File: src/rtl/dpsc_pkg.sv
`timescale 1ns / 1ps
// ----------------------------------------------------------------------------
// dpsc_pkg: shared types and constants of the dual encoder speed controller
// Timing constants, derived widths, register map and sequencer states.
// ----------------------------------------------------------------------------
package dpsc_pkg;

  // timing and output limits
  localparam int RPM_WINDOW_MS   = 100;
  localparam int PID_INTERVAL_MS = 20;
  localparam logic [7:0] PWM_FLOOR = 8'd0;

  // rpm scale: pulses * 60000 / (window * ppr)
  localparam int SPD_SCALE = 60000;

  // derived widths
  localparam int WIN_CNT_W = $clog2(RPM_WINDOW_MS + 1);
  localparam int PID_CNT_W = $clog2(PID_INTERVAL_MS + 1);
  localparam int ACC_W     = 13;
  localparam int PPR_W     = 12;
  localparam int DEN_W     = PPR_W + WIN_CNT_W;
  localparam int SPD_W     = 16;
  localparam int NUM_W     = ACC_W + SPD_W;
  localparam int ERR_W     = 17;
  localparam int DIFF_W    = 18;
  localparam int INT_W     = 32;
  localparam int MUL_A_W   = 17;
  localparam int MUL_B_W   = 33;
  localparam int PROD_W    = MUL_A_W + MUL_B_W;
  localparam int APB_AW    = 5;

  localparam logic [ACC_W-1:0] ACC_MAX = '1;

  // register map, word index
  typedef enum logic [2:0] {
    REG_TARGET    = 3'd0,
    REG_GAIN_P    = 3'd1,
    REG_GAIN_I    = 3'd2,
    REG_GAIN_D    = 3'd3,
    REG_INT_FLOOR = 3'd4,
    REG_INT_CEIL  = 3'd5,
    REG_PWM_CEIL  = 3'd6,
    REG_PPR       = 3'd7
  } reg_idx_t;

  // sequencer states
  typedef enum logic [3:0] {
    ST_IDLE,
    ST_SPD_MUL,
    ST_SPD_CHK,
    ST_SPD_DIV,
    ST_SPD_WR,
    ST_PID_ERR,
    ST_PID_MP,
    ST_PID_MI,
    ST_PID_MD,
    ST_PID_SUM,
    ST_PID_OUT,
    ST_DONE
  } state_t;

endpackage

File: src/rtl/dual_encoder_pid_speed_control.sv
`timescale 1ns / 1ps
// ----------------------------------------------------------------------------
// dual_encoder_pid_speed_control: two-wheel encoder speed measurement and PID
// Per-tick pulse accumulation, windowed rpm measurement, periodic PID duty.
// ----------------------------------------------------------------------------
// Each input item is one millisecond tick carrying the encoder pulses of both
// wheels; each item yields exactly one result item with both duties, both
// measured speeds and two flags. One item at a time is in work and s_tready is
// low until its result is loaded into the output register. A tick that closes
// the rpm window runs the 16-step restoring divider once per wheel (skipped
// when the speed saturates); a tick that runs the PID passes each wheel
// through the shared 17x33 multiplier. The registers may only be written
// while no item is in work.
module dual_encoder_pid_speed_control (
  input  logic        clk,
  input  logic        rst,
  // input item: [5:0] left_pulse_count, [11:6] right_pulse_count
  input  logic        s_tvalid,
  output logic        s_tready,
  input  logic [15:0] s_tdata,
  // result item: [7:0] left_duty, [15:8] right_duty,
  // [31:16] left_speed, [47:32] right_speed
  output logic        m_tvalid,
  input  logic        m_tready,
  output logic [47:0] m_tdata,
  // result flags: [0] speed_updated, [1] pid_updated
  output logic [1:0]  m_tuser,
  // configuration port
  input  logic                       psel,
  input  logic                       penable,
  input  logic                       pwrite,
  input  logic [dpsc_pkg::APB_AW-1:0] paddr,
  input  logic [31:0]                pwdata,
  output logic [31:0]                prdata,
  output logic                       pready
);
  import dpsc_pkg::*;

  // configuration registers
  logic        [15:0]      target_speed;
  logic signed [15:0]      gain_p;
  logic signed [15:0]      gain_i;
  logic signed [15:0]      gain_d;
  logic signed [INT_W-1:0] integral_floor;
  logic signed [INT_W-1:0] integral_ceiling;
  logic        [7:0]       pwm_ceiling;
  logic        [PPR_W-1:0] pulses_per_rev;

  // control state
  state_t                 state;
  state_t                 state_next;
  logic [WIN_CNT_W-1:0]   win_cnt;
  logic [PID_CNT_W-1:0]   pid_cnt;
  logic                   win_hit;
  logic                   pid_hit;
  logic                   wheel;
  logic [3:0]             div_cnt;

  // per-wheel state
  logic        [ACC_W-1:0]  pulse_acc [2];
  logic        [SPD_W-1:0]  speed     [2];
  logic signed [INT_W-1:0]  integ_sum [2];
  logic signed [ERR_W-1:0]  prev_err  [2];
  logic        [7:0]        duty      [2];

  // datapath registers
  logic signed [PROD_W-1:0] mult_q;
  logic signed [PROD_W-1:0] sum_q;
  logic        [DEN_W-1:0]  rem;
  logic        [SPD_W-1:0]  quot;
  logic signed [ERR_W-1:0]  err_q;
  logic signed [INT_W-1:0]  integ_q;
  logic signed [DIFF_W-1:0] diff_q;

  // output register
  logic [47:0] out_data;
  logic [1:0]  out_user;

  logic accept;
  logic cfg_wr;
  logic out_load;

  assign accept   = s_tvalid && s_tready;
  assign cfg_wr   = psel && penable && pwrite && pready;
  assign pready   = 1'b1;
  assign s_tready = (state == ST_IDLE);
  assign m_tdata  = out_data;
  assign m_tuser  = out_user;

  // configuration write
  always_ff @(posedge clk) begin
    if (rst) begin
      target_speed     <= '0;
      gain_p           <= '0;
      gain_i           <= '0;
      gain_d           <= '0;
      integral_floor   <= -32'sd1000000;
      integral_ceiling <= 32'sd1000000;
      pwm_ceiling      <= 8'd255;
      pulses_per_rev   <= PPR_W'(1);
    end else if (cfg_wr) begin
      unique case (reg_idx_t'(paddr[4:2]))
        REG_TARGET:    target_speed     <= pwdata[15:0];
        REG_GAIN_P:    gain_p           <= pwdata[15:0];
        REG_GAIN_I:    gain_i           <= pwdata[15:0];
        REG_GAIN_D:    gain_d           <= pwdata[15:0];
        REG_INT_FLOOR: integral_floor   <= pwdata;
        REG_INT_CEIL:  integral_ceiling <= pwdata;
        REG_PWM_CEIL:  pwm_ceiling      <= pwdata[7:0];
        REG_PPR:       pulses_per_rev   <= pwdata[PPR_W-1:0];
        default: ;
      endcase
    end
  end

  // configuration read
  always_comb begin
    unique case (reg_idx_t'(paddr[4:2]))
      REG_TARGET:    prdata = {16'd0, target_speed};
      REG_GAIN_P:    prdata = {16'd0, gain_p};
      REG_GAIN_I:    prdata = {16'd0, gain_i};
      REG_GAIN_D:    prdata = {16'd0, gain_d};
      REG_INT_FLOOR: prdata = integral_floor;
      REG_INT_CEIL:  prdata = integral_ceiling;
      REG_PWM_CEIL:  prdata = {24'd0, pwm_ceiling};
      REG_PPR:       prdata = {{(32-PPR_W){1'b0}}, pulses_per_rev};
      default:       prdata = '0;
    endcase
  end

  // divisor: window length times pulses per revolution, zero read as one
  logic [PPR_W-1:0] ppr_eff;
  logic [DEN_W-1:0] den;
  assign ppr_eff = (pulses_per_rev == '0) ? PPR_W'(1) : pulses_per_rev;
  assign den     = DEN_W'(RPM_WINDOW_MS) * DEN_W'(ppr_eff);

  // tick counters and pulse sums for the incoming item
  logic [WIN_CNT_W-1:0] win_cnt_inc;
  logic [PID_CNT_W-1:0] pid_cnt_inc;
  logic                 win_close;
  logic                 pid_close;
  logic [ACC_W:0]       acc_sum [2];
  logic [ACC_W-1:0]     acc_sat [2];

  assign win_cnt_inc = win_cnt + 1'b1;
  assign pid_cnt_inc = pid_cnt + 1'b1;
  assign win_close   = (win_cnt_inc >= WIN_CNT_W'(RPM_WINDOW_MS));
  assign pid_close   = (pid_cnt_inc >= PID_CNT_W'(PID_INTERVAL_MS));
  assign acc_sum[0]  = {1'b0, pulse_acc[0]} + (ACC_W+1)'(s_tdata[5:0]);
  assign acc_sum[1]  = {1'b0, pulse_acc[1]} + (ACC_W+1)'(s_tdata[11:6]);
  assign acc_sat[0]  = acc_sum[0][ACC_W] ? ACC_MAX : acc_sum[0][ACC_W-1:0];
  assign acc_sat[1]  = acc_sum[1][ACC_W] ? ACC_MAX : acc_sum[1][ACC_W-1:0];

  // shared multiplier operand select
  logic signed [MUL_A_W-1:0] mul_a;
  logic signed [MUL_B_W-1:0] mul_b;
  logic signed [PROD_W-1:0]  product;

  always_comb begin
    unique case (state)
      ST_PID_MP: begin
        mul_a = MUL_A_W'(gain_p);
        mul_b = MUL_B_W'(err_q);
      end
      ST_PID_MI: begin
        mul_a = MUL_A_W'(gain_i);
        mul_b = MUL_B_W'(integ_q);
      end
      ST_PID_MD: begin
        mul_a = MUL_A_W'(gain_d);
        mul_b = MUL_B_W'(diff_q);
      end
      default: begin
        mul_a = MUL_A_W'(SPD_SCALE);
        mul_b = $signed({{(MUL_B_W-ACC_W){1'b0}}, pulse_acc[wheel]});
      end
    endcase
  end

  assign product = mul_a * mul_b;

  // speed: saturation test and one restoring division step
  logic [ACC_W-1:0] num_hi;
  logic             spd_sat;
  logic [DEN_W:0]   trial;
  logic             trial_ge;

  assign num_hi   = mult_q[NUM_W-1:SPD_W];
  assign spd_sat  = (DEN_W'(num_hi) >= den);
  assign trial    = {rem, quot[SPD_W-1]};
  assign trial_ge = (trial >= (DEN_W+1)'(den));

  // pid: error, clamped integral, derivative term
  logic signed [ERR_W-1:0]  err;
  logic signed [INT_W:0]    integ_raw;
  logic signed [INT_W-1:0]  integ_clamp;

  assign err       = $signed({1'b0, target_speed}) - $signed({1'b0, speed[wheel]});
  assign integ_raw = (INT_W+1)'(integ_sum[wheel]) + (INT_W+1)'(err);

  always_comb begin
    priority if (integ_raw < (INT_W+1)'(integral_floor)) begin
      integ_clamp = integral_floor;
    end else if (integ_raw > (INT_W+1)'(integral_ceiling)) begin
      integ_clamp = integral_ceiling;
    end else begin
      integ_clamp = integ_raw[INT_W-1:0];
    end
  end

  // pid: floor shift and duty clamp
  logic signed [PROD_W-9:0] sum_shr;
  logic        [7:0]        duty_clamp;

  assign sum_shr = sum_q[PROD_W-1:8];

  always_comb begin
    priority if (sum_shr < $signed({{(PROD_W-16){1'b0}}, PWM_FLOOR})) begin
      duty_clamp = PWM_FLOOR;
    end else if (sum_shr > $signed({{(PROD_W-16){1'b0}}, pwm_ceiling})) begin
      duty_clamp = pwm_ceiling;
    end else begin
      duty_clamp = sum_shr[7:0];
    end
  end

  // sequencer: state register
  always_ff @(posedge clk) begin
    if (rst) begin
      state <= ST_IDLE;
    end else begin
      state <= state_next;
    end
  end

  // sequencer: next state
  always_comb begin
    state_next = state;
    out_load   = 1'b0;
    unique case (state)
      ST_IDLE: begin
        if (accept) begin
          if (win_close) begin
            state_next = ST_SPD_MUL;
          end else if (pid_close) begin
            state_next = ST_PID_ERR;
          end else begin
            state_next = ST_DONE;
          end
        end
      end
      ST_SPD_MUL: state_next = ST_SPD_CHK;
      ST_SPD_CHK: state_next = spd_sat ? ST_SPD_WR : ST_SPD_DIV;
      ST_SPD_DIV: begin
        if (div_cnt == '1) begin
          state_next = ST_SPD_WR;
        end
      end
      ST_SPD_WR: begin
        if (!wheel) begin
          state_next = ST_SPD_MUL;
        end else if (pid_hit) begin
          state_next = ST_PID_ERR;
        end else begin
          state_next = ST_DONE;
        end
      end
      ST_PID_ERR: state_next = ST_PID_MP;
      ST_PID_MP:  state_next = ST_PID_MI;
      ST_PID_MI:  state_next = ST_PID_MD;
      ST_PID_MD:  state_next = ST_PID_SUM;
      ST_PID_SUM: state_next = ST_PID_OUT;
      ST_PID_OUT: state_next = wheel ? ST_DONE : ST_PID_ERR;
      ST_DONE: begin
        if (!m_tvalid || m_tready) begin
          out_load   = 1'b1;
          state_next = ST_IDLE;
        end
      end
      default: state_next = ST_IDLE;
    endcase
  end

  // control registers and per-wheel state
  always_ff @(posedge clk) begin
    if (rst) begin
      win_cnt <= '0;
      pid_cnt <= '0;
      win_hit <= 1'b0;
      pid_hit <= 1'b0;
      wheel   <= 1'b0;
      div_cnt <= '0;
      for (int i = 0; i < 2; i++) begin
        pulse_acc[i] <= '0;
        speed[i]     <= '0;
        integ_sum[i] <= '0;
        prev_err[i]  <= '0;
        duty[i]      <= '0;
      end
    end else begin
      unique case (state)
        ST_IDLE: begin
          if (accept) begin
            pulse_acc[0] <= acc_sat[0];
            pulse_acc[1] <= acc_sat[1];
            win_cnt      <= win_close ? '0 : win_cnt_inc;
            pid_cnt      <= pid_close ? '0 : pid_cnt_inc;
            win_hit      <= win_close;
            pid_hit      <= pid_close;
            wheel        <= 1'b0;
          end
        end
        ST_SPD_CHK: div_cnt <= '0;
        ST_SPD_DIV: div_cnt <= div_cnt + 1'b1;
        ST_SPD_WR: begin
          speed[wheel]     <= quot;
          pulse_acc[wheel] <= '0;
          wheel            <= !wheel;
        end
        ST_PID_OUT: begin
          duty[wheel]      <= duty_clamp;
          integ_sum[wheel] <= integ_q;
          prev_err[wheel]  <= err_q;
          wheel            <= !wheel;
        end
        default: ;
      endcase
    end
  end

  // shared datapath registers
  always_ff @(posedge clk) begin
    unique case (state)
      ST_SPD_MUL: mult_q <= product;
      ST_SPD_CHK: begin
        rem  <= DEN_W'(num_hi);
        quot <= spd_sat ? '1 : mult_q[SPD_W-1:0];
      end
      ST_SPD_DIV: begin
        rem  <= trial_ge ? DEN_W'(trial - (DEN_W+1)'(den)) : trial[DEN_W-1:0];
        quot <= {quot[SPD_W-2:0], trial_ge};
      end
      ST_PID_ERR: begin
        err_q   <= err;
        integ_q <= integ_clamp;
        diff_q  <= DIFF_W'(err) - DIFF_W'(prev_err[wheel]);
      end
      ST_PID_MP: mult_q <= product;
      ST_PID_MI: begin
        sum_q  <= mult_q;
        mult_q <= product;
      end
      ST_PID_MD: begin
        sum_q  <= sum_q + mult_q;
        mult_q <= product;
      end
      ST_PID_SUM: sum_q <= sum_q + mult_q;
      default: ;
    endcase
  end

  // output register
  always_ff @(posedge clk) begin
    if (rst) begin
      m_tvalid <= 1'b0;
    end else if (out_load) begin
      m_tvalid <= 1'b1;
    end else if (m_tready) begin
      m_tvalid <= 1'b0;
    end
  end

  always_ff @(posedge clk) begin
    if (out_load) begin
      out_data <= {speed[1], speed[0], duty[1], duty[0]};
      out_user <= {pid_hit, win_hit};
    end
  end

  // checks
  a_busy_after_accept: assert property (@(posedge clk) disable iff (rst)
    accept |=> !s_tready)
    else $error("input taken again right after an item was accepted");

  a_rem_below_den: assert property (@(posedge clk) disable iff (rst)
    (state == ST_SPD_DIV) |-> (rem < den))
    else $error("divider remainder not below divisor");

  a_win_hit_cleared: assert property (@(posedge clk) disable iff (rst)
    (state == ST_DONE) && win_hit |-> (win_cnt == '0))
    else $error("rpm window closed but window counter not cleared");

  a_pid_hit_cleared: assert property (@(posedge clk) disable iff (rst)
    (state == ST_DONE) && pid_hit |-> (pid_cnt == '0))
    else $error("pid ran but interval counter not cleared");

  a_load_only_free: assert property (@(posedge clk) disable iff (rst)
    out_load |-> (!m_tvalid || m_tready))
    else $error("result loaded over an untaken item");

endmodule
File: config.mk
export PLATFORM = sky130hd
export DESIGN_NAME = dual_encoder_pid_speed_control
export DESIGN_NICKNAME = d
export VERILOG_FILES = /design/src/rtl/dpsc_pkg.sv /design/src/rtl/dual_encoder_pid_speed_control.sv
export SDC_FILE = /design/constraint.sdc
export NUM_CORES = 2
export LEC_CHECK = 0
export ABC_AREA = 1
export BUFFER_PORTS_ARGS = -buffer_cell sky130_fd_sc_hd__buf_4
export CORE_MARGIN = 2
export CORE_UTILIZATION = 40
export CTS_CLUSTER_DIAMETER = 40
export DETAILED_ROUTE_END_ITERATION = 10
export SLEW_MARGIN = 20
export SYNTH_ARGS = -nofsm -noshare
export SYNTH_HDL_FRONTEND = slang
export SYNTH_SLANG_ARGS = --single-unit
File: constraint.sdc
create_clock -name clk -period 8.89 [get_ports clk]
set_input_delay 0 -clock clk [delete_from_list [all_inputs] [get_ports clk]]
set_output_delay 0 -clock clk [all_outputs]
set_load 0.005 [all_outputs]
==> reports/qor.log <==
qor: layout.fraction_of_layout_cells_with_a_size_suffix_above_1 0.0731
qor: worst_setup_path.critPathLaunchType flop
qor: cts.cts_max_level 3
qor: timing.fin_worst_skew 0.0490 ns
qor: pwr.worst_ir_drop_vdd 0.329 mV
qor: yosys.synth_top_cells_by_area edfxtp_1 21%, fa_1 19%, nand2_1 9.4%
qor: grt.vias_in_the_first_global_route 47445
qor: cts.tritoncts built
qor: worst_setup_path.worst-setup-path-type reg2reg
qor: yosys.synth_ff_type edfxtp_1
qor: yosys.ys_async_sr_fraction 0
qor: layout.final-seq-area 15900 um^2
qor: drt.met1_length 76900 um
qor: drt.first_pass_iters 6
qor: timing.final_max_slew_viol_count 0
qor: pwr.p_per_area 364 nW/um^2
qor: place.port_buffers 137
qor: cts.cts_made_buffers 89
qor: floorplanning.initial_utilization 0.404
qor: yosys.synth-seq-area-share 0.282
qor: grt.grt_util_all_layers 0.250
qor: worst_setup_path.crit_required 9.33 ns
qor: floorplanning.io_pins 145
qor: yosys.syn_inst 6990
qor: grt.grt_first_pass_wirelength 281000 um
qor: worst_hold_path.timing.hold.worst.class in2reg
qor: pwr.switching_component_of_the_power 0.0117 W
qor: drt.routed-wl-met3 11300 um
qor: timing.relSlewSlack 0.262
qor: yosys.synthMuxAreaShare 0.00549
qor: drt.drt_iter0_drc 4072
qor: layout.antenna_cells_inserted 0
qor: yosys.synthXorXnorAreaFrac 0.0256
qor: yosys.synth-warning-count 0
qor: drt.post-route-drc-count 0
qor: pwr.power.share.combinational 0.653
qor: layout.areaGrowthSynthToFinish 11.4%
qor: drt.wl_per_cell 20.0 um
qor: drt.totalWireLength 181000 um
qor: yosys.post-synth-top-area-fraction 0.211
qor: layout.multiInputGateArea 34200 um^2
qor: pwr.clock_power_share 0.160
qor: worst_setup_path.critical_path.endpoint_type flop
qor: timing.setup_viol 0
qor: worst_setup_path.path_common_cell inv_1
qor: layout.finalNetCount 8104
qor: yosys.postSynthRegisterBits 597
qor: timing.tightest_slew 1.11 ns
qor: drt.detailroute.wirelength.met2 85900 um
qor: worst_setup_path.slowest_delay 0.58 ns
qor: cts.clk_transition_reported_paths 0.06 ns
qor: worst_setup_path.worst-path-max-fanout 22
qor: drt.route.detailed.vias_per_inst 5.22
qor: yosys.synth-edff-count 398
qor: run.drv.max_cap_violation_count 0
qor: drt.antenna_left 0
qor: yosys.yosysUniqueCellTypes 69
qor: drt.vias 47374
qor: cts.cts-root-to-sink-buffers 3
qor: timing.setup-tns-final 0 ns
qor: cts.numClockSinks 597
qor: yosys.synth_fp_nets 7980
qor: drt.top_layer_used met4
qor: yosys.synth_top_cell_by_area edfxtp_1
qor: yosys.synth.cell_area 56500 um^2
qor: place.pre_cts_ws 0.879 ns
qor: floorplanning.core_region_area 140000 um^2
qor: grt.gr-total-overflow 0
qor: pwr.pwr_total 0.0229 W
qor: pwr.p_int 0.0112 W
qor: timing.fmaxAchievable 124 MHz
qor: timing.min_period 8.08 ns
qor: floorplanning.placement_rows 137
qor: yosys.synth_top_family_by_area adder cells
qor: pwr.power_switching_share 0.511
qor: pwr.leakagePower 30.9 nW
qor: layout.final.fill_count 13825
qor: cts.clock_latency 0.71 ns
qor: timing.post-route-worst-setup-slack 0.807 ns
qor: grt.pin_count_of_the_biggest_net_entering_global_routing 74
qor: yosys.syn_avg_cell_area 8.09 um^2
qor: place.dpl.hpwl 143000 um
qor: floorplanning.die_height 380 um
qor: place.gp_congestion 0.962
qor: worst_setup_path.crit_slowest_cell fa_1
qor: yosys.synth_simple_gate_area_share 0.182
qor: timing.unrepaired_setup_endpoints_after_global_routing no
qor: worst_setup_path.critical_path_arrival 8.52 ns
qor: timing.period_utilization_post_route 0.909
qor: floorplanning.chipWidth 380 um
qor: floorplanning.die-area 144000 um^2
qor: grt.antenna_found_initial 0
qor: pwr.seq_power_share 0.186
qor: run_status.outcome completed
qor: layout.final_core_util 0.450
qor: yosys.synth_compound_gate_area_share 0.113
qor: timing.hold_viol 0
qor: cts.cts_root_buffer clkbuf_16
qor: yosys.post_synth_fa_ha_maj_area_fraction 0.278
state kept, by name, summed over array words and instances, names as in the netlist, 32 cells and up, named ones only:
signal / flops
prev_err: 34
integral_ceiling: 32
sum_q: 50
mult_q: 50
speed: 32
integ_q: 32
integ_sum: 64
m_tdata: 48
integral_floor: 32
cells in the final DEF, fill, tap and decap left out, drive strengths merged, types with 11 or more instances in the layout:
master	n
mux2i	31
a21boi	15
a211oi	11
a221oi	23
clkinv	30
nor2	698
o21bai	26
a21oi	466
a21o	21
or2	26
xor2	107
fa	540
inv	1432
xnor2	58
o21a	13
o22ai	55
a31oi	30
nor4	13
ha	390
bufinv	11
buf	197
o2111ai	12
edfxtp	398
nand2	1419
nand4	52
dlygate4sd3	49
nand3	237
dfxtp	199
nand3b	15
clkbuf	103
o21ai	428
nor3	42
final cells by class:
cell class	instances	area share
Multi-Input combinational cell	4762	0.543
Sequential cell	597	0.253
Tap cell	1876	0.0373
Clock inverter	65	0.0131
Timing Repair Buffer	246	0.0323
Clock buffer	103	0.0363
Inverter	1418	0.0847
power by group through the flow:
stage                     registers, W  clock network [W]  logic (W)
after global routing           0.00431            0.00385     0.0168
after global placement         0.00432                  0     0.0147
final                          0.00427            0.00368     0.0150
after detailed placement       0.00433                  0     0.0148
after floorplan                0.00411                  0     0.0103
after CTS                      0.00427            0.00373     0.0150
repair_timing:
item,in CTS,in global routing
hold buffers,49,0
setup buffers,0,0
endpoints found under the hold margin,179,0
resized for setup,0,0
critical path: cells and delay by family, from the launching register on:
kind	cells	cell delay, ns
buffers and inverters	11	1.51
xor gates and xnor gates	1	0.10
adders and majority gates	7	3.54
AOI/OAI and AO/OA	3	0.78
DFF	1	0.41
and+or+nand+nor	10	1.49
metrics by stage:
| step | instances | cell area, um^2 | hold slack [ns] |
|---|---|---|---|
| floorplan | 6990 | 56500 | 0.126 |
| global placement | 8849 | 59400 | 0.227 |
| detailed placement | 8849 | 59400 | 0.233 |
| CTS | 9066 | 63000 | 0.0165 |
| global route | 9067 | 63000 | 0.0834 |
| finish | 9067 | 63000 | 0.0683 |
worst paths after layout:
check / start / endpoint / slack [ns] / cells after the start
worst min register to register: duty[1][4] / m_tdata[12] / 0.42 / 0
worst min-delay path: paddr[4] / pwm_ceiling[7] / 0.07 / 6
worst max register to register: state[1] / mult_q[47] / 0.81 / 32
worst max-delay path: state[1] / mult_q[47] / 0.81 / 32
layer usage:
metal	GRT usage	up-vias
met1	0.329	23146
met5	0	-
met2	0.422	1523
met4	0.0886	0
met3	0.0324	300
li1	-	22405
Yosys cell counts (7+ instances only):
| master | n |
|---|---|
| a21o_1 | 21 |
| buf_6 | 14 |
| fa_1 | 540 |
| a21oi_2 | 14 |
| ha_1 | 390 |
| edfxtp_1 | 398 |
| a211oi_1 | 11 |
| a21boi_0 | 10 |
| nand3_1 | 234 |
| o21ai_1 | 27 |
| o21ai_0 | 387 |
| a31oi_1 | 30 |
| clkbuf_1 | 75 |
| nor2_2 | 14 |
| a21oi_1 | 451 |
| xor2_1 | 107 |
| nor2_1 | 676 |
| dfxtp_1 | 199 |
| a221oi_2 | 8 |
| o21ai_2 | 11 |
| nand4_1 | 50 |
| xnor2_1 | 58 |
| inv_2 | 53 |
| o21a_1 | 13 |
| o211ai_1 | 9 |
| buf_2 | 92 |
| buf_4 | 24 |
| nor3_1 | 35 |
| or2_2 | 18 |
| inv_1 | 1357 |
| nor4_1 | 11 |
| o22ai_1 | 54 |
| o21bai_1 | 26 |
| a221oi_1 | 15 |
| o2111ai_1 | 12 |
| or2_1 | 7 |
| buf_1 | 7 |
| nand2_1 | 1410 |
| mux2i_1 | 31 |
| nand3b_1 | 15 |
kinds of logic (layout without fill, tap and decap cells):
| group | count (synthesis) | in the layout |
|---|---|---|
| DFF | 597 | 597 |
| and+or+nand+nor | 2505 | 2505 |
| adders and majority gates | 930 | 930 |
| muxes | 31 | 31 |
| AOI/OAI and AO/OA | 1130 | 1130 |
| xor gates and xnor gates | 165 | 165 |
| buffers and inverters | 1631 | 1832 |
| other | 1 | 1 |
Note: power is estimated with default switching activity, not from simulation.
